$ cat src/design/dtf_pkg.sv
// ----------------------------------------------------------------------------
// dtf_pkg: shared types, constants and saturating arithmetic
// Time words are signed Q32.32 in 64 bits; loop gains are unsigned Q0.32.
// ----------------------------------------------------------------------------
package dtf_pkg;

	localparam int TIME_BITS = 64;
	localparam int GAIN_BITS = 32;
	localparam int NOM_BITS  = 63;
	localparam int IDX_BITS  = 2;
	localparam int OUT_CNT_BITS = 32;

	localparam logic signed [TIME_BITS-1:0] TIME_MAX = {1'b0, {(TIME_BITS-1){1'b1}}};
	localparam logic signed [TIME_BITS-1:0] TIME_MIN = {1'b1, {(TIME_BITS-1){1'b0}}};

	// register indexes of the write port
	localparam logic [IDX_BITS-1:0] REG_NOMINAL_PERIOD = 2'd0;
	localparam logic [IDX_BITS-1:0] REG_GAIN_B         = 2'd1;
	localparam logic [IDX_BITS-1:0] REG_GAIN_C         = 2'd2;

	// request op codes
	localparam logic OP_SAMPLE  = 1'b0;
	localparam logic OP_RESTART = 1'b1;

	// start request for one serial gain multiply
	typedef struct packed {
		logic                 start;
		logic                 neg;
		logic [TIME_BITS-1:0] mag;
	} mul_req_t;

	// add, clamping at the signed limits
	function automatic logic signed [TIME_BITS-1:0] sat_add(
		input logic signed [TIME_BITS-1:0] a,
		input logic signed [TIME_BITS-1:0] b
	);
		logic signed [TIME_BITS-1:0] r;
		r = a + b;
		if (a[TIME_BITS-1] == b[TIME_BITS-1] && r[TIME_BITS-1] != a[TIME_BITS-1]) begin
			r = a[TIME_BITS-1] ? TIME_MIN : TIME_MAX;
		end
		return r;
	endfunction

	// subtract, clamping at the signed limits
	function automatic logic signed [TIME_BITS-1:0] sat_sub(
		input logic signed [TIME_BITS-1:0] a,
		input logic signed [TIME_BITS-1:0] b
	);
		logic signed [TIME_BITS-1:0] r;
		r = a - b;
		if (a[TIME_BITS-1] != b[TIME_BITS-1] && r[TIME_BITS-1] != a[TIME_BITS-1]) begin
			r = a[TIME_BITS-1] ? TIME_MIN : TIME_MAX;
		end
		return r;
	endfunction

endpackage

$ cat src/design/dtf_ser_mul.sv
// ----------------------------------------------------------------------------
// dtf_ser_mul: bit-serial gain multiplier
// Forms round(gain * e / 2^32), ties away from zero, one gain bit per cycle.
// ----------------------------------------------------------------------------
module dtf_ser_mul import dtf_pkg::*; (
	input  logic                        clk,
	input  logic                        arst_n,
	input  mul_req_t                    req,
	input  logic [GAIN_BITS-1:0]        gain,
	output logic                        done,
	output logic signed [TIME_BITS-1:0] result
);

	localparam int CntW = $clog2(GAIN_BITS);
	localparam logic [CntW-1:0] CntLast = CntW'(GAIN_BITS - 1);

	logic                 busy_q;
	logic                 fin_q;
	logic                 done_q;
	logic [CntW-1:0]      cnt_q;
	logic [GAIN_BITS-1:0] g_q;
	logic [TIME_BITS-1:0] mag_q;
	logic                 neg_q;
	logic [TIME_BITS-1:0] acc_q;
	logic [GAIN_BITS-1:0] lo_q;
	logic signed [TIME_BITS-1:0] result_q;
	logic [TIME_BITS:0]   sum;

	// partial sum for the current gain bit
	assign sum = {1'b0, acc_q} + (g_q[0] ? {1'b0, mag_q} : '0);

	// sequence the steps
	always_ff @(posedge clk or negedge arst_n) begin
		if (!arst_n) begin
			busy_q <= 1'b0;
			fin_q  <= 1'b0;
			done_q <= 1'b0;
			cnt_q  <= '0;
		end else begin
			done_q <= 1'b0;
			if (req.start) begin
				busy_q <= 1'b1;
				cnt_q  <= '0;
			end else if (busy_q) begin
				cnt_q <= cnt_q + 1'b1;
				if (cnt_q == CntLast) begin
					busy_q <= 1'b0;
					fin_q  <= 1'b1;
				end
			end else if (fin_q) begin
				fin_q  <= 1'b0;
				done_q <= 1'b1;
			end
		end
	end

	// shift-add datapath, then round and apply the sign
	always_ff @(posedge clk) begin
		if (req.start) begin
			g_q   <= gain;
			mag_q <= req.mag;
			neg_q <= req.neg;
			acc_q <= '0;
			lo_q  <= '0;
		end else if (busy_q) begin
			acc_q <= sum[TIME_BITS:1];
			lo_q  <= {sum[0], lo_q[GAIN_BITS-1:1]};
			g_q   <= g_q >> 1;
		end else if (fin_q) begin
			// -(acc + r) folded into one add as ~acc + (1 - r)
			if (neg_q) begin
				result_q <= ~acc_q + {{(TIME_BITS-1){1'b0}}, !lo_q[GAIN_BITS-1]};
			end else begin
				result_q <= acc_q + TIME_BITS'(lo_q[GAIN_BITS-1]);
			end
		end
	end

	assign done   = done_q;
	assign result = result_q;

endmodule

$ cat config.mk
export PLATFORM = sky130hd
export DESIGN_NAME = dtf_ser_mul
export DESIGN_NICKNAME = d
export VERILOG_FILES = /design/src/design/dtf_pkg.sv /design/src/design/dtf_ser_mul.sv
export SDC_FILE = /design/constraint.sdc
export NUM_CORES = 1
export LEC_CHECK = 0
export ABC_CLOCK_PERIOD_IN_PS = 3000
export BUFFER_PORTS_ARGS = -buffer_cell sky130_fd_sc_hd__buf_4
export CAP_MARGIN = 25
export CORE_UTILIZATION = 30
export CTS_CLUSTER_SIZE = 16
export DETAILED_ROUTE_END_ITERATION = 12
export PLACE_DENSITY = 0.55
export SLEW_MARGIN = 20
export SYNTH_ARGS = -nofsm -noshare
export SYNTH_HDL_FRONTEND = slang
export SYNTH_SLANG_ARGS = --single-unit
$ cat constraint.sdc
create_clock -name clk -period 3 [get_ports clk]
set_input_delay 0.15 -clock clk [delete_from_list [all_inputs] [get_ports clk]]
set_output_delay 0.15 -clock clk [all_outputs]
set_load 0.02 [all_outputs]
== Word level (Yosys, flattened, before mapping) ==
Index checks and enable logic that the tools add are counted.
W data, S select, Z words.

* Output and inout port bits: 65
* Register bits after elaboration: 265
* Input bits: 100
* Logic and storage cells: 37

* Add/sub/neg operators: 4
* Equality and inequality tests: 2
* Multiplexer cells: 14
* Bitwise operators: 3
* Reduce and logical (&&, ||, !) cells: 4

{| class="wikitable"
|+ Operators by type and width
! kind !! number
|-
| $add A64 B1 Y64 || 2
|-
| $mux W64 || 2
|-
| $add A64 B64 Y65 || 1
|-
| $mux W32 || 2
|-
| $not A64 Y64 || 1
|-
| $mux W5 || 2
|-
| $mux W1 || 8
|-
| $add A5 B1 Y5 const B || 1
|-
| $eq A5 B5 Y1 const B || 1
|-
| $reduce_and A3 Y1 || 1
|-
| $ne A2 B1 Y1 const B || 1
|-
| $not A1 Y1 || 2
|-
| $reduce_and A2 Y1 || 1
|-
| $reduce_bool A2 Y1 || 1
|-
| $logic_not A1 Y1 || 1
|}

== Depth between registers and ports, before layout ==
* Depth after elaboration: 4
* Gate-level depth with buffers: 14
* Mapped depth without buffers: 12

== Worst setup path before layout ==
No wires, ideal clock.

* Path kind: reg2reg
* From: register g_q[0]
* To: register acc_q[61]
* Clock period less this slack: 3.340 ns
* Cell stages (with the launch flop): 15
* Arrival: 3.222 ns
* Library setup time: 0.117 ns
* Data required time: 2.883 ns
* Path buffers: 2
* Slack: -0.340 ns
* Cells stage by stage: edfxtp_1 > clkbuf_1 > clkbuf_1 > and2_1 > ha_1 > fa_1 > a21oi_1 > nand4b_1 > a21bo_2 > nand2_1 > a211oi_1 > a211o_1 > a2111oi_0 > or4_1 > a32o_1

* Word-level cells in the longest chain between the ends: 2

{| class="wikitable"
|+ Ends and longest elaborated chain
! what !! RTL line !! text
|-
| from (decl) || dtf_ser_mul.sv:21 || <nowiki>logic [GAIN_BITS-1:0] g_q;</nowiki>
|-
| from (signal assigned) || dtf_ser_mul.sv:60 || <nowiki>g_q <= gain;</nowiki>
|-
| from (signal assigned) || dtf_ser_mul.sv:68 || <nowiki>g_q <= g_q >> 1;</nowiki>
|-
| $mux W64 || dtf_ser_mul.sv:30 || <nowiki>assign sum = {1'b0, acc_q} + (g_q[0] ? {1'b0, mag_q} : '0);</nowiki>
|-
| $add A64 B64 Y65 || dtf_ser_mul.sv:30 ||
|-
| to (signal assigned) || dtf_ser_mul.sv:66 || <nowiki>acc_q <= sum[TIME_BITS:1];</nowiki>
|-
| to (decl) || dtf_ser_mul.sv:24 || <nowiki>logic [TIME_BITS-1:0] acc_q;</nowiki>
|}

No other way between the ends.
A chain may end at the register's enable or synchronous reset.

== Final worst setup path ==
Ends and elaborated chain as after synthesis.

==> results.rst <==
.. list-table::
   :header-rows: 1

   * - Metric
     - Value
   * - Max-slew violation count
     - 0
   * - Number of distinct library cells after synthesis
     - 83
   * - Worst-case headroom to the max-slew limit
     - 43.7%
   * - Gpl congestion
     - ~0.92
   * - Endpoint arrival time on the critical path
     - 3.90 ns
   * - Root cell of the clock tree
     - clkbuf_16
   * - Number of top-level pins
     - 165
   * - Worst Slack Setup Final
     - -0.442 ns
   * - Sequential standard cell area
     - 6340 µm²
   * - Total leakage power
     - 0.00907 µW
   * - Commonest cells after routing, fill and taps aside
     - buf_4, edfxtp_1, nand2_1
   * - Net switching power figure
     - about 4500 µW
   * - Post-Syn Area per Cell
     - 9.58 µm²
   * - Number of buffers on the longest clock path
     - 3
   * - Critical path startpoint category
     - flop
   * - Number of nets still failing antenna checks after routing
     - 0
   * - Iteration-0 DRC Markers
     - 714
   * - Final HPWL from detailed placement
     - about 36000 µm
   * - Final setup vio count
     - 31
   * - Max Fclk
     - 0.290 GHz
   * - Combined area of the multi-input logic cells
     - ~9000 µm²
   * - Number of global-route vias before repair
     - 13112
   * - Number of synthesized flops with an enable pin
     - 161
   * - Switching portion of total power
     - roughly a third
   * - CP max stage delay
     - 0.44 ns
   * - Clock skew
     - about 0.016 ns
   * - Site Rows
     - 80
   * - Highest-delay cell along the critical path
     - edfxtp_1
   * - Placed cells
     - 2535
   * - # nets final
     - 2240
   * - Share of cells above drive strength 1
     - 35.4%
   * - Total negative slack
     - -5.91 ns
   * - Final hold slack
     - 0.299 ns
   * - Unrepaired setup endpoints after global routing
     - true
   * - Type of the worst min-delay path
     - input pin to flop
   * - Drc violations
     - 0
   * - Wire length of the first global-routing pass
     - 73500 µm
   * - Cell area after placement
     - 18700 µm²
   * - Violated checks
     - negative setup slack
   * - Chain of cells forming the critical path
     - buf_6 -> clkbuf_16 -> and2_4 -> ha_4 -> nand2_1 -> nor4_2 -> nand3_2 -> buf_4 -> nor2b_4 -> a211oi_2 -> buf_4 -> a211o_4 -> a2111oi_4 -> o31ai_1 -> a32o_1
   * - Critical path origin
     - g_q[0]
   * - Setup crit end kind
     - flop
   * - Final instance area
     - 21800 µm²
   * - Gr usage total
     - 18.7%
   * - Worst voltage drop across the vdd grid
     - about 0.00039 V
   * - Signed area change from the synthesized netlist to the final layout
     - 49.5%
   * - Total power divided by cell area
     - 597 nW/µm²
   * - Largest net degree at the start of global routing
     - 81
   * - Die span in x
     - 222 µm
   * - Leftover overflow at the end of global routing
     - 0
   * - 1st-pass router iterations
     - 5
   * - Critical-path maximum fanout
     - 13
   * - Clock latency on the worst-skew pair
     - 0.57 ns
   * - Via-per-instance ratio
     - 4.98
   * - Sequential cell fraction of total power
     - 32.6%
   * - CTS tree
     - built
   * - Transition time at the pin with the least slew margin
     - 0.845 ns
   * - Ys Warns
     - 0
   * - Post-Route WL
     - 48000 µm
   * - Initial antenna violation count
     - 0
   * - Overall die area
     - approximately 50000 µm²
   * - Non-filler instance count after layout
     - 2705
   * - Diode count
     - 0
   * - Critical hold path startpoint
     - req[22]
   * - Number of max-capacitance violations reported
     - 0
   * - Post-synthesis net count
     - 1693
   * - H-tree levels
     - 1
   * - Number of fill cells in the layout
     - 4527
   * - Share of power burned in the clock network
     - roughly a quarter
   * - Routed vias
     - 13470
   * - Internal cell power
     - about 8500 µW
   * - Commonest register cell after synthesis
     - edfxtp_1
   * - Power Total
     - 13000 µW
   * - Clock-pin transition on the worst setup and hold timing paths
     - about 0.060 ns
   * - Startpoint of the worst register-to-register path
     - g_q[0]
   * - Height of the die
     - 222 µm
   * - Syn Inst Count
     - ~1500
   * - Sinks on the clock net
     - 234
   * - Sequential fraction of the synthesis area
     - 43.4%
   * - Starting Density
     - 30.5%
   * - Port Buffers
     - 164
   * - Critical Path RT
     - 3.46 ns
   * - Minimum clock period after layout
     - 3.44 ns
   * - Commonest non-fill, non-tap cell in the layout
     - buf_4
   * - Count of endpoints failing hold in the final timing report
     - 0
   * - Type of the worst setup path
     - flop to flop
   * - Share of total power in combinational logic
     - between 40% and 50%
   * - Status
     - complete, but fails checks
   * - Period utilisation layout
     - 115%
   * - Inserted Clock Buffers
     - 28
   * - Proportion of synthesized flip-flops having asynchronous set or reset
     - 3.42%
   * - Wire length per cell after detailed routing
     - around 18 µm
   * - Most frequent cell on the critical path
     - buf_4
   * - Area inside the core boundary
     - 47800 µm²
   * - Flip-flop and latch count after synthesis
     - between 200 and 250
   * - Cell area after technology mapping
     - 14600 µm²
cells in the mapped netlist (all sizes together) (10+ instances only):
library cell,n,share of area (%)
a211oi,16,0.82
mux2i,28,1.9
nor3,47,1.9
nand2,125,3.2
a21oi,136,4.7
inv,45,1.2
nor2,119,3.1
dfxtp,65,8.9
o21ai,90,3.1
o31ai,14,0.79
xor2,60,3.6
buf,31,1.2
ha,70,6.0
nand3,50,1.8
edfxtp,161,33
and2,78,3.4
o21bai,12,0.62
or3,20,0.90
clkbuf,52,1.3
a21o,41,2.1
xnor2,45,2.7
nand4,33,1.5
mux2,32,2.5
o21a,10,0.51
cell type report:
cell class | count | share of cell area, %
clock buffer | 37 | 3.51
clock inverter | 14 | 0.574
tap | 615 | 3.53
sequential | 234 | 29.1
multi-input combinational | 1160 | 40.1
inverter | 45 | 0.775
timing repair buffer | 600 | 22.5
logic make-up (layout without fill, tap and decap cells):
kind of cell / Yosys count / after routing / synth area share (%)
adder cells (fa/ha/maj): 71 / 71 / 6.14
AND/OR/NAND/NOR: 531 / 531 / 19.1
AO/OA/AOI/OAI: 393 / 393 / 16.9
buffers and inverters: 128 / 696 / 3.71
XOR/XNOR: 105 / 105 / 6.31
multiplexers: 60 / 60 / 4.39
flip-flops: 234 / 234 / 43.4
critical path, delay by kind of cell, from the launching register on:
family | cells | cell delay [ns]
AO/OA/AOI/OAI | 5 | 1.12
AND/OR/NAND/NOR | 5 | 0.86
adder cells (fa/ha/maj) | 1 | 0.28
buffers and inverters | 4 | 0.64
flip-flops | 1 | 0.44
flip-flops by register name (all words and copies together) (netlist names):
name    count
lo_q        1
cnt_q       5
g_q        32
neg_q       1
mag_q      64
done        1
fin_q       1
result     64
busy_q      1
acc_q      64
routing by layer:
layer  vias up  part of all wire, %  track usage [%]
met2       325                   44             29.0
li1       6694                    -                -
met5         -                    0                0
met3        48                  5.5             2.45
met1      6403                   49             27.5
met4         0                  1.7             4.52
stage by stage:
stage	setup WS [ns]	util (%)
2_1_floorplan	-0.171	-
3_3_place_gp	-0.564	39.0
3_5_place_dp	-0.572	39.1
4_1_cts	-0.433	43.9
5_1_grt	-0.558	45.6
6_report	-0.442	45.6
worst paths after layout:
check | cells after the start | endpoint | slack [ns]
worst min-delay path | 2 | mag_q[22] | 0.30
max in group asynchronous | 3 | busy_q | 2.03
min in group asynchronous | 3 | fin_q | 0.64
worst max register to register | 15 | acc_q[61] | -0.44
worst min register to register | 2 | acc_q[63] | 0.52
worst max-delay path | 15 | acc_q[61] | -0.44
power groups by stage:
| stage | clock (µW) | combinational, µW | sequential, µW |
|---|---|---|---|
| floorplan | 0 | 2680 | 4190 |
| global placement | 0 | 4730 | 4250 |
| detailed placement | 0 | 4780 | 4250 |
| CTS | 3420 | 5070 | 4200 |
| global route | 3530 | 5940 | 4270 |
| finish | 3320 | 5460 | 4240 |
repair_timing:
| item | CTS | global route |
|---|---|---|
| gates resized for setup | 77 | 134 |
| pin swaps | 20 | 33 |
| gates cloned | 0 | 1 |
| hold buffers | 100 | 0 |
| setup endpoints to repair | 46 | 54 |
| endpoints found under the hold margin | 118 | 0 |
| setup buffers | 5 | 13 |
Note: power is estimated with default switching activity, not from simulation.
