## src/design/dtf_pkg.sv

```systemverilog
// ----------------------------------------------------------------------------
// dtf_pkg: shared types, constants and saturating arithmetic
// Time words are signed Q32.32 in 64 bits; loop gains are unsigned Q0.32.
// ----------------------------------------------------------------------------
package dtf_pkg;

	localparam int TIME_BITS = 64;
	localparam int GAIN_BITS = 32;
	localparam int NOM_BITS  = 63;
	localparam int IDX_BITS  = 2;
	localparam int OUT_CNT_BITS = 32;

	localparam logic signed [TIME_BITS-1:0] TIME_MAX = {1'b0, {(TIME_BITS-1){1'b1}}};
	localparam logic signed [TIME_BITS-1:0] TIME_MIN = {1'b1, {(TIME_BITS-1){1'b0}}};

	// register indexes of the write port
	localparam logic [IDX_BITS-1:0] REG_NOMINAL_PERIOD = 2'd0;
	localparam logic [IDX_BITS-1:0] REG_GAIN_B         = 2'd1;
	localparam logic [IDX_BITS-1:0] REG_GAIN_C         = 2'd2;

	// request op codes
	localparam logic OP_SAMPLE  = 1'b0;
	localparam logic OP_RESTART = 1'b1;

	// start request for one serial gain multiply
	typedef struct packed {
		logic                 start;
		logic                 neg;
		logic [TIME_BITS-1:0] mag;
	} mul_req_t;

	// add, clamping at the signed limits
	function automatic logic signed [TIME_BITS-1:0] sat_add(
		input logic signed [TIME_BITS-1:0] a,
		input logic signed [TIME_BITS-1:0] b
	);
		logic signed [TIME_BITS-1:0] r;
		r = a + b;
		if (a[TIME_BITS-1] == b[TIME_BITS-1] && r[TIME_BITS-1] != a[TIME_BITS-1]) begin
			r = a[TIME_BITS-1] ? TIME_MIN : TIME_MAX;
		end
		return r;
	endfunction

	// subtract, clamping at the signed limits
	function automatic logic signed [TIME_BITS-1:0] sat_sub(
		input logic signed [TIME_BITS-1:0] a,
		input logic signed [TIME_BITS-1:0] b
	);
		logic signed [TIME_BITS-1:0] r;
		r = a - b;
		if (a[TIME_BITS-1] != b[TIME_BITS-1] && r[TIME_BITS-1] != a[TIME_BITS-1]) begin
			r = a[TIME_BITS-1] ? TIME_MIN : TIME_MAX;
		end
		return r;
	endfunction

endpackage

```

## src/design/dtf_ser_div.sv

```systemverilog
// ----------------------------------------------------------------------------
// dtf_ser_div: bit-serial signed divider
// Divides a signed time word by a nonzero cycle count, truncating toward
// zero, one quotient bit per cycle.
// ----------------------------------------------------------------------------
module dtf_ser_div import dtf_pkg::*; #(
	parameter int COUNT_BITS = 32
) (
	input  logic                        clk,
	input  logic                        arst_n,
	input  logic                        start,
	input  logic signed [TIME_BITS-1:0] dividend,
	input  logic [COUNT_BITS-1:0]       divisor,
	output logic                        done,
	output logic signed [TIME_BITS-1:0] quotient
);

	localparam int CntW = $clog2(TIME_BITS);
	localparam logic [CntW-1:0] CntLast = CntW'(TIME_BITS - 1);

	logic                  busy_q;
	logic                  fin_q;
	logic                  done_q;
	logic [CntW-1:0]       cnt_q;
	logic                  neg_q;
	logic [TIME_BITS-1:0]  num_q;
	logic [COUNT_BITS-1:0] den_q;
	logic [COUNT_BITS-1:0] rem_q;
	logic signed [TIME_BITS-1:0] quot_q;
	logic [COUNT_BITS:0]   trial;
	logic [COUNT_BITS:0]   diff;
	logic                  qbit;

	// trial subtraction for the next quotient bit
	assign trial = {rem_q, num_q[TIME_BITS-1]};
	assign diff  = trial - {1'b0, den_q};
	assign qbit  = !diff[COUNT_BITS];

	// sequence the steps
	always_ff @(posedge clk or negedge arst_n) begin
		if (!arst_n) begin
			busy_q <= 1'b0;
			fin_q  <= 1'b0;
			done_q <= 1'b0;
			cnt_q  <= '0;
		end else begin
			done_q <= 1'b0;
			if (start) begin
				busy_q <= 1'b1;
				cnt_q  <= '0;
			end else if (busy_q) begin
				cnt_q <= cnt_q + 1'b1;
				if (cnt_q == CntLast) begin
					busy_q <= 1'b0;
					fin_q  <= 1'b1;
				end
			end else if (fin_q) begin
				fin_q  <= 1'b0;
				done_q <= 1'b1;
			end
		end
	end

	// restoring division on the magnitude, sign restored at the end
	always_ff @(posedge clk) begin
		if (start) begin
			neg_q <= dividend[TIME_BITS-1];
			num_q <= dividend[TIME_BITS-1] ? -dividend : dividend;
			den_q <= divisor;
			rem_q <= '0;
		end else if (busy_q) begin
			rem_q <= qbit ? diff[COUNT_BITS-1:0] : trial[COUNT_BITS-1:0];
			num_q <= {num_q[TIME_BITS-2:0], qbit};
		end else if (fin_q) begin
			quot_q <= neg_q ? -num_q : num_q;
		end
	end

	assign done     = done_q;
	assign quotient = quot_q;

endmodule

```

## config.mk

```make
export PLATFORM = sky130hd
export DESIGN_NAME = dtf_ser_div
export DESIGN_NICKNAME = d
export VERILOG_FILES = /design/src/design/dtf_pkg.sv /design/src/design/dtf_ser_div.sv
export SDC_FILE = /design/constraint.sdc
export NUM_CORES = 1
export LEC_CHECK = 0
export BUFFER_PORTS_ARGS = -buffer_cell sky130_fd_sc_hd__clkbuf_2
export CAP_MARGIN = 20
export CELL_PAD_IN_SITES_DETAIL_PLACEMENT = 0
export CELL_PAD_IN_SITES_GLOBAL_PLACEMENT = 1
export CORE_MARGIN = 10
export CORE_UTILIZATION = 41
export DETAILED_ROUTE_END_ITERATION = 6
export PLACE_DENSITY_LB_ADDON = 0.25
export SYNTH_ARGS = -nofsm -noshare
export SYNTH_HDL_FRONTEND = slang
export SYNTH_SLANG_ARGS = --single-unit
```

## constraint.sdc

```tcl
create_clock -name clk -period 3.35 [get_ports clk]
set_input_delay 0.5025 -clock clk [delete_from_list [all_inputs] [get_ports clk]]
set_output_delay 0.5025 -clock clk [all_outputs]
set_load 0.05 [all_outputs]
```

; Yosys cells after proc, flatten, opt, wreduce, memory -nomap -nowiden
; Cells that the tools add are included.
[totals]
regBits = 202
latchBits = 0
ram_bits = 0
rom_bits = 0
input_bits = 99
out_inout_bits = 65
word_cells = 36
mem_count = 0
[classes]
add_sub_neg = 4
multipliers = 0
div_mod_pow = 0
order_cmp = 0
eq_ne = 2
shift = 0
n_mux = 15
bitwise = 2
n_reduce_logical = 4
[op_table]
columns = cell, count
row1 = $mux 64, 4
row2 = $neg 64->64, 2
row3 = $sub 33x32->33, 1
row4 = $mux 32, 1
row5 = $mux 6, 2
row6 = $mux 1, 8
row7 = $add 6x1->6 const B, 1
row8 = $eq 6x6->1 const B, 1
row9 = $reduce_and 3->1, 1
row10 = $ne 2x1->1 const B, 1
row11 = $not 1->1, 2
row12 = $reduce_and 2->1, 1
row13 = $reduce_bool 2->1, 1
row14 = $logic_not 1->1, 1

; Depth between registers and ports, before layout
; Gate-level depths: netlist of the first run.
[depth]
ltp_word = 4
ltp_mapped = 13
mapped_depth_nobuf = 12

; Worst setup path after synthesis of the first run
; Ideal clock, no wire load.
[synth_path]
kind = input port to flip-flop
start = input dividend[10]
end = register num_q[58] (data pin)
setup_ns = 0.260
arrival_time_ns = 3.421
required_ns = 3.090
setup_slack_ns = -0.331
path_stages = 10
path_buffers = 1
cell_sequence = or4_1 or2_1 or3_4 or2_1 buf_6 or4_4 or3_4 o41ai_2 xnor2_1 mux2_4
[synth_via]
elab_chain_cells = 3
[synth_lines]
columns = element, line_no
row1 = "start, declared", dtf_ser_div.sv:12  ; input logic signed [TIME_BITS-1:0] dividend,
row2 = $neg 64->64, dtf_ser_div.sv:68  ; num_q <= dividend[TIME_BITS-1] ? -dividend : dividend;
row3 = $mux 64, dtf_ser_div.sv:68
row4 = $mux 64, dtf_ser_div.sv:66  ; if (start) begin
row5 = "end signal, assigned", dtf_ser_div.sv:68
row6 = "end signal, assigned", dtf_ser_div.sv:73  ; num_q <= {num_q[TIME_BITS-2:0], qbit};
row7 = "end, declared", dtf_ser_div.sv:26  ; logic [TIME_BITS-1:0] num_q;
; Every way passes these cells.
; A chain may end at the register's enable or synchronous reset.

; Worst setup path after layout of the first run
[layout_path]
start = register num_q[37]
end = register quot_q[56], in the netlist quotient[56] (data pin)
[layout_via]
elab_chain_cells = 2
[layout_lines]
columns = element, line_no
row1 = $neg 64->64, dtf_ser_div.sv:75  ; quot_q <= neg_q ? -num_q : num_q;
row2 = $mux 64, dtf_ser_div.sv:75
row3 = "end signal, assigned", dtf_ser_div.sv:75
row4 = "end, declared", dtf_ser_div.sv:29  ; logic signed [TIME_BITS-1:0] quot_q;
; Every way passes these cells.

==> results of run 1 <==
==> flip-flops by register name, indices dropped and copies added, names as in the netlist <==
| signal | cells |
|---|---|
| busy_q | 1 |
| den_q | 32 |
| neg_q | 1 |
| quotient | 64 |
| rem_q | 32 |
| cnt_q | 6 |
| fin_q | 1 |
| num_q | 64 |
| done | 1 |
==> logic make-up (layout without fill, tap and decap cells) <==
| logic type | after synthesis | after routing | synth area share |
|---|---|---|---|
| buf+inv | 105 | 350 | 0.0340 |
| compound gates | 293 | 293 | 0.157 |
| xor+xnor | 155 | 155 | 0.115 |
| simple gates | 327 | 327 | 0.139 |
| fa+ha+maj | 36 | 36 | 0.0388 |
| flops | 202 | 202 | 0.483 |
| mux | 38 | 38 | 0.0337 |
==> metrics by stage <==
step / setup TNS (ns) / worst slack [ns]
detailed placement: -3.33 / -0.410
finish: 0 / 0.0679
global route: -0.0797 / -0.0355
floorplan: -0.925 / -0.292
CTS: 0 / 0.00720
global placement: -2.94 / -0.397
==> routing by layer <==
metal	track usage	up-vias
met5	0	-
met4	0.0455	0
met3	0.0278	39
met2	0.285	207
met1	0.210	4515
li1	-	4730
==> power by group through the flow <==
stage	Clock, mW	Combinational, mW	Sequential (mW)
final	2.71	0.842	3.04
after global routing	2.88	0.946	3.06
after CTS	2.79	0.845	3.03
after detailed placement	0	0.836	3.08
after global placement	0	0.828	3.07
after floorplan	0	0.517	3.06
==> Yosys cell counts, drive strengths merged (7+ instances only) <==
library cell / n
a211oi: 30
a21o: 9
a21oi: 98
a31oi: 7
clkbuf: 55
dfrtp: 9
dfxtp: 32
edfxtp: 161
ha: 35
inv: 47
mux2: 11
mux2i: 27
nand2: 60
nand2b: 13
nand3: 11
nand4: 12
nor2: 114
nor3: 18
nor4: 7
o21ai: 60
o31ai: 41
o41ai: 14
or2: 10
or3: 36
or4: 19
xnor2: 96
xor2: 59
==> how the worst max path moves through the flow <==
stage,start,end,slack (ns)
detailed placement,dividend[10],num_q[46],-0.41
finish,num_q[37],quotient[56],0.07
floorplan,dividend[10],num_q[46],-0.29
global placement,dividend[10],num_q[46],-0.40
CTS,num_q[37],quotient[54],0.007
global route,num_q[37],quotient[54],-0.04
==> layout make-up <==
cell class / count / area share
Inverter: 47 / 0.0121
Sequential cell: 202 / 0.391
Tap cell: 384 / 0.0330
Multi-Input combinational cell: 849 / 0.399
Clock inverter: 8 / 0.00696
Clock buffer: 37 / 0.0496
Timing Repair Buffer: 258 / 0.108
==> critical path, stage by stage, from the launching register on <==
cell	delay, ns
edfxtp_1	0.37
or4_1	0.57
or3_1	0.37
or3_4	0.37
nor4b_4	0.26
buf_4	0.15
nand2_1	0.10
or4_4	0.49
o21ai_0	0.25
xnor2_1	0.09
==> what timing repair did <==
action                                 in CTS  in global routing
hold buffers                                1                  0
setup endpoints to repair                  10                 18
endpoints found under the hold margin       9                  0
resized for setup                           4                 16
==> cells in the final DEF (no fill, tap or decap), types with 10 or more instances in the layout <==
master / synthesis / routed
a211oi_1: 30 / 29
a21oi_1: 98 / 97
buf_4: 0 / 91
clkbuf_16: 0 / 26
clkbuf_2: 0 / 162
dfxtp_1: 32 / 32
edfxtp_1: 161 / 161
ha_1: 35 / 35
inv_1: 47 / 46
mux2_2: 10 / 10
mux2i_1: 27 / 27
nand2_1: 60 / 60
nand2b_1: 13 / 13
nand3_1: 11 / 11
nand4_1: 12 / 12
nor2_1: 114 / 114
nor3_1: 18 / 18
o21ai_0: 60 / 59
o31ai_1: 41 / 36
o41ai_1: 12 / 11
or3_1: 33 / 31
or4_1: 18 / 15
xnor2_1: 96 / 96
xor2_1: 59 / 59
==> impl_metrics.toml, run 1 <==
[power_and_ir_drop]
p_seq_frac = 0.461
leakagePower_nw = 5.63
pwr-share-clk = 0.411
peakVddDrop_mv = 0.409
finalPower_mw = 6.58
p_per_area_nw_per_um2 = 452
p_sw_mw = 1.62
comb_power_share = 0.128
sw_frac_of_total = 0.247
power.internal_mw = 4.96

[logic_synthesis]
yosysSeqAreaShare = 0.483
synth_largest_area_cell = "edfxtp_1"
synth_nets = 1291
synth_enable_flop_cells = 161
synth_cells = 1156
ys.flop_type = "edfxtp_1"
async_flop_share = 0.0446
netlist.area_leader.share = 0.410
netlist_top_cells_area = "edfxtp_1 41%, xnor2_1 7.1%, dfxtp_1 5.4%"
synth.distinct_cells = 58
syn-cell-area_sq_um = 11800
avgSynthCellArea_sq_um = 10.2
ys_warn_count = 0
synth.ff_latch_count = 202

[finish]
sequential_cell_area_sq_um = 5700
n_antenna_cell = 0
final_util = 0.510
design_area_sq_um = 14600
fin_cells = 1785
layout-drive-gt1-share = 0.242
area_growth_syn_to_layout_pct = 23.4
nets = 1518
multi_input_area_sq_um = 5820
fill_cells = 2713

[floorplanning]
die_h_um = 190
die_area_sq_um = 36000
io_pins = 164
rows = 62
die_w_um = 190
core_sq_um = 28500
initial_core_util = 0.413

[timing]
fin_skew_ns = 0.0135
finalSetupViolations = 0
tightest_slew_ns = 0.731
finalHoldViolCount = 0
final.period_utilization = 0.980
relSlewSlack = 0.512
timing.fmax_mhz = 305
rsz0062_at_grt = "true"
fin_crit_ns = 3.28
hold_ws_ns = 0.160
drv_slew = 0

[routing]
wirelength_met1_um = 13700
highest_layer = "met4"
drt-total-wl_um = 30600
wl_per_cell_um = 17.1
drcViolationCount = 0
wl_met3_um = 1530
final_antenna_net_count = 0
via_per_inst = 5.32
dr.pass1.iters = 5
drtIter0Drc = 519
via_count = 9491
dr_wl_met2_um = 14700

[cts]
cts_buffer_depth = 3
clk_latency_ns = 0.52
cts-root-buf = "clkbuf_16"
cts_tree = "built"
cts_sinks = 202
h-tree-depth = 1
clk_pin_slew_ns = 0.06
cts_inserted_buffers = 25
cts_setup_buffers = 0

[flow_run]
cap_viol_max_count = 0

[worst_hold_path]
hold_path_depth = 1
hold_end = "den_q[24]"
hp-start = "divisor[24]"
hp-class = "in2reg"

[setup_path]
cp-start-kind = "register"
crit_required_ns = 3.62
cp_max_fo = 6
timing.rr.end = "quotient[56]"
r2r_cells = 9
cp-end-kind = "register"
arrival_ns = 3.55
rr_startpoint = "num_q[37]"
rrSetupSlack_ns = 0.07
crit_type = "reg2reg"

[global_routing]
antenna_found_initial = 0
grt.overflow.total = 0
grt_pass1_wl_um = 49400
grt_pass1_vias = 9493
grt_max_degree = 99
grt_use_total = 0.165

[placement]
post-dp-hpwl_um = 22800
gp_congestion = 0.852
placed_area_sq_um = 13600
place_inst = 1739
io_buffer_count = 163

[outcome]
status = "completed"
Power figures use the tool's default switching activity.
==> run 2: changes to the inputs <==
Settings changed: CORE_UTILIZATION 41 to 46.
Clock period 3.35 ns to 3.05 ns, I/O delays scaled along.
==> run 2 against run 1 <==
The run now ends with negative setup slack left. Sequential share of layout area fell by 2.1 points. Maximum frequency rose by 4.0%. Via count rose by 1.9%. Cell count rose by 1.1%. Utilization rose by 10 points. First-iteration DRC count rose by 17%. Register-to-register slack got worse by 0.17 ns. Routed wire length fell by 0.59%. Combinational power rose by 24%. Critical endpoint is now quotient[61]. Largest power group unchanged.
==> impl_metrics.toml, run 2 (same netlist as run 1, synthesis figures left out) <==
[timing]
finalSetupTns_ns = -0.730
setup_ws_ns = -0.105
finalSetupViolations = 13
tightest_slew_ns = 0.799
rsz0062_at_grt = "true"
relSlewSlack = 0.467
fin_skew_ns = 0.0129
fin_crit_ns = 3.15
final.period_utilization = 1.03
drv_slew = 0
timing.fmax_mhz = 317
finalHoldViolCount = 0

[routing]
final_antenna_net_count = 0
drtIter0Drc = 606
via_count = 9671
dr.pass1.iters = 7
wl_per_cell_um = 16.9
drcViolationCount = 0
via_per_inst = 5.36
drt-total-wl_um = 30400

[setup_path]
crit_type = "reg2reg"
crit_required_ns = 3.31
cp-end-kind = "register"
cp_max_fo = 6
cp-start-kind = "register"
arrival_ns = 3.42

[floorplanning]
rows = 58
initial_core_util = 0.469
die_h_um = 180
io_pins = 164
die_area_sq_um = 32500
die_w_um = 180
core_sq_um = 25200

[placement]
placed_area_sq_um = 14200
post-dp-hpwl_um = 22900
io_buffer_count = 163
dp_slack_ns = -0.672
place_inst = 1749
gp_congestion = 0.907

[finish]
final_cell_mix = "161 x edfxtp_1, 161 x clkbuf_2, 155 x buf_4, 113 x nor2_1, 96 x a21oi_1"
layout-drive-gt1-share = 0.306
fill_cells = 2153
design_area_sq_um = 15400
n_antenna_cell = 0
area_growth_syn_to_layout_pct = 30.4
final_util = 0.611
fin_cells = 1804
nets = 1591

[power_and_ir_drop]
pwr-share-clk = 0.390
sw_frac_of_total = 0.249
p_sw_mw = 1.78
leakagePower_nw = 6.07
peakVddDrop_mv = 0.342
p_per_area_nw_per_um2 = 465
comb_power_share = 0.146
p_seq_frac = 0.464
power.internal_mw = 5.38

[worst_hold_path]
hp-class = "in2reg"

[outcome]
violations = "negative setup slack"
status = "complete, but fails checks"

[cts]
clk_latency_ns = 0.52
clk_pin_slew_ns = 0.06
cts_sinks = 202
h-tree-depth = 1
cts-root-buf = "clkbuf_16"
cts_inserted_buffers = 24
cts_buffer_depth = 3
cts_tree = "built"

[global_routing]
use_met2 = 0.317
antenna_found_initial = 0
grt_pass1_vias = 9619
use_met1 = 0.220
met3_usage = 0.0331
grt.busiest_layer = "met2"
grt_max_degree = 106
grt.overflow.total = 0
grt_use_total = 0.179
grt_pass1_wl_um = 49200

[flow_run]
cap_viol_max_count = 0
==> run 2: stage by stage <==
stage	hold WS (ns)	total power, mW
after floorplan	0.162	3.95
after global placement	0.327	4.35
after detailed placement	0.325	4.37
after CTS	0.0870	7.20
after global routing	0.0898	7.47
final	0.112	7.16
==> run 2: final timing paths <==
| path | start | endpoint | cells past startpoint | slack (ns) |
|---|---|---|---|---|
| max | num_q[34] | quotient[61] | 9 | -0.10 |
| min | divisor[17] | den_q[17] | 1 | 0.11 |
| max reg2reg | num_q[34] | quotient[61] | 9 | -0.10 |
| min reg2reg | rem_q[13] | rem_q[13] | 2 | 0.49 |
| max in group asynchronous | arst_n | busy_q | 2 | 2.49 |
| min in group asynchronous | arst_n | cnt_q[0] | 2 | 0.36 |
==> run 2: worst max-delay path: stages (launching register included) <==
cell      delay, ns
edfxtp_1       0.38
or4_4          0.55
or3_4          0.34
or3_4          0.35
nor4b_4        0.24
nand2_1        0.13
or4_4          0.44
buf_12         0.17
o31ai_4        0.21
xnor2_2        0.09
==> run 2: routing by layer <==
layer / wire length, um / vias up
met3: 1640 / 48
li1: - / 4871
met5: 0 / -
met4: 706 / 0
met2: 15200 / 234
met1: 12800 / 4518
==> run 2: cell type report <==
class                           instances  area, sq um  share of cell area
Tap cell                              330          413              0.0268
Multi-Input combinational cell        849         6110               0.397
Sequential cell                       202         5700               0.371
Clock inverter                         15          124             0.00805
Inverter                               47          176              0.0115
Timing Repair Buffer                  332         2220               0.144
Clock buffer                           29          641              0.0416
==> run 2: timing repair <==
item	CTS	global route
setup endpoints to repair	36	53
pin swaps	9	13
cloned	0	0
hold buffers	1	0
buffers inserted	8	2
resized for setup	29	55
endpoints found under the hold margin	9	0
==> run 2: power by group through the flow <==
stage,Combinational [mW],Clock [mW],Sequential (mW)
floorplan,0.575,0,3.37
global placement,0.984,0,3.37
global route,1.16,2.97,3.34
CTS,1.02,2.86,3.32
detailed placement,0.998,0,3.37
finish,1.04,2.79,3.32
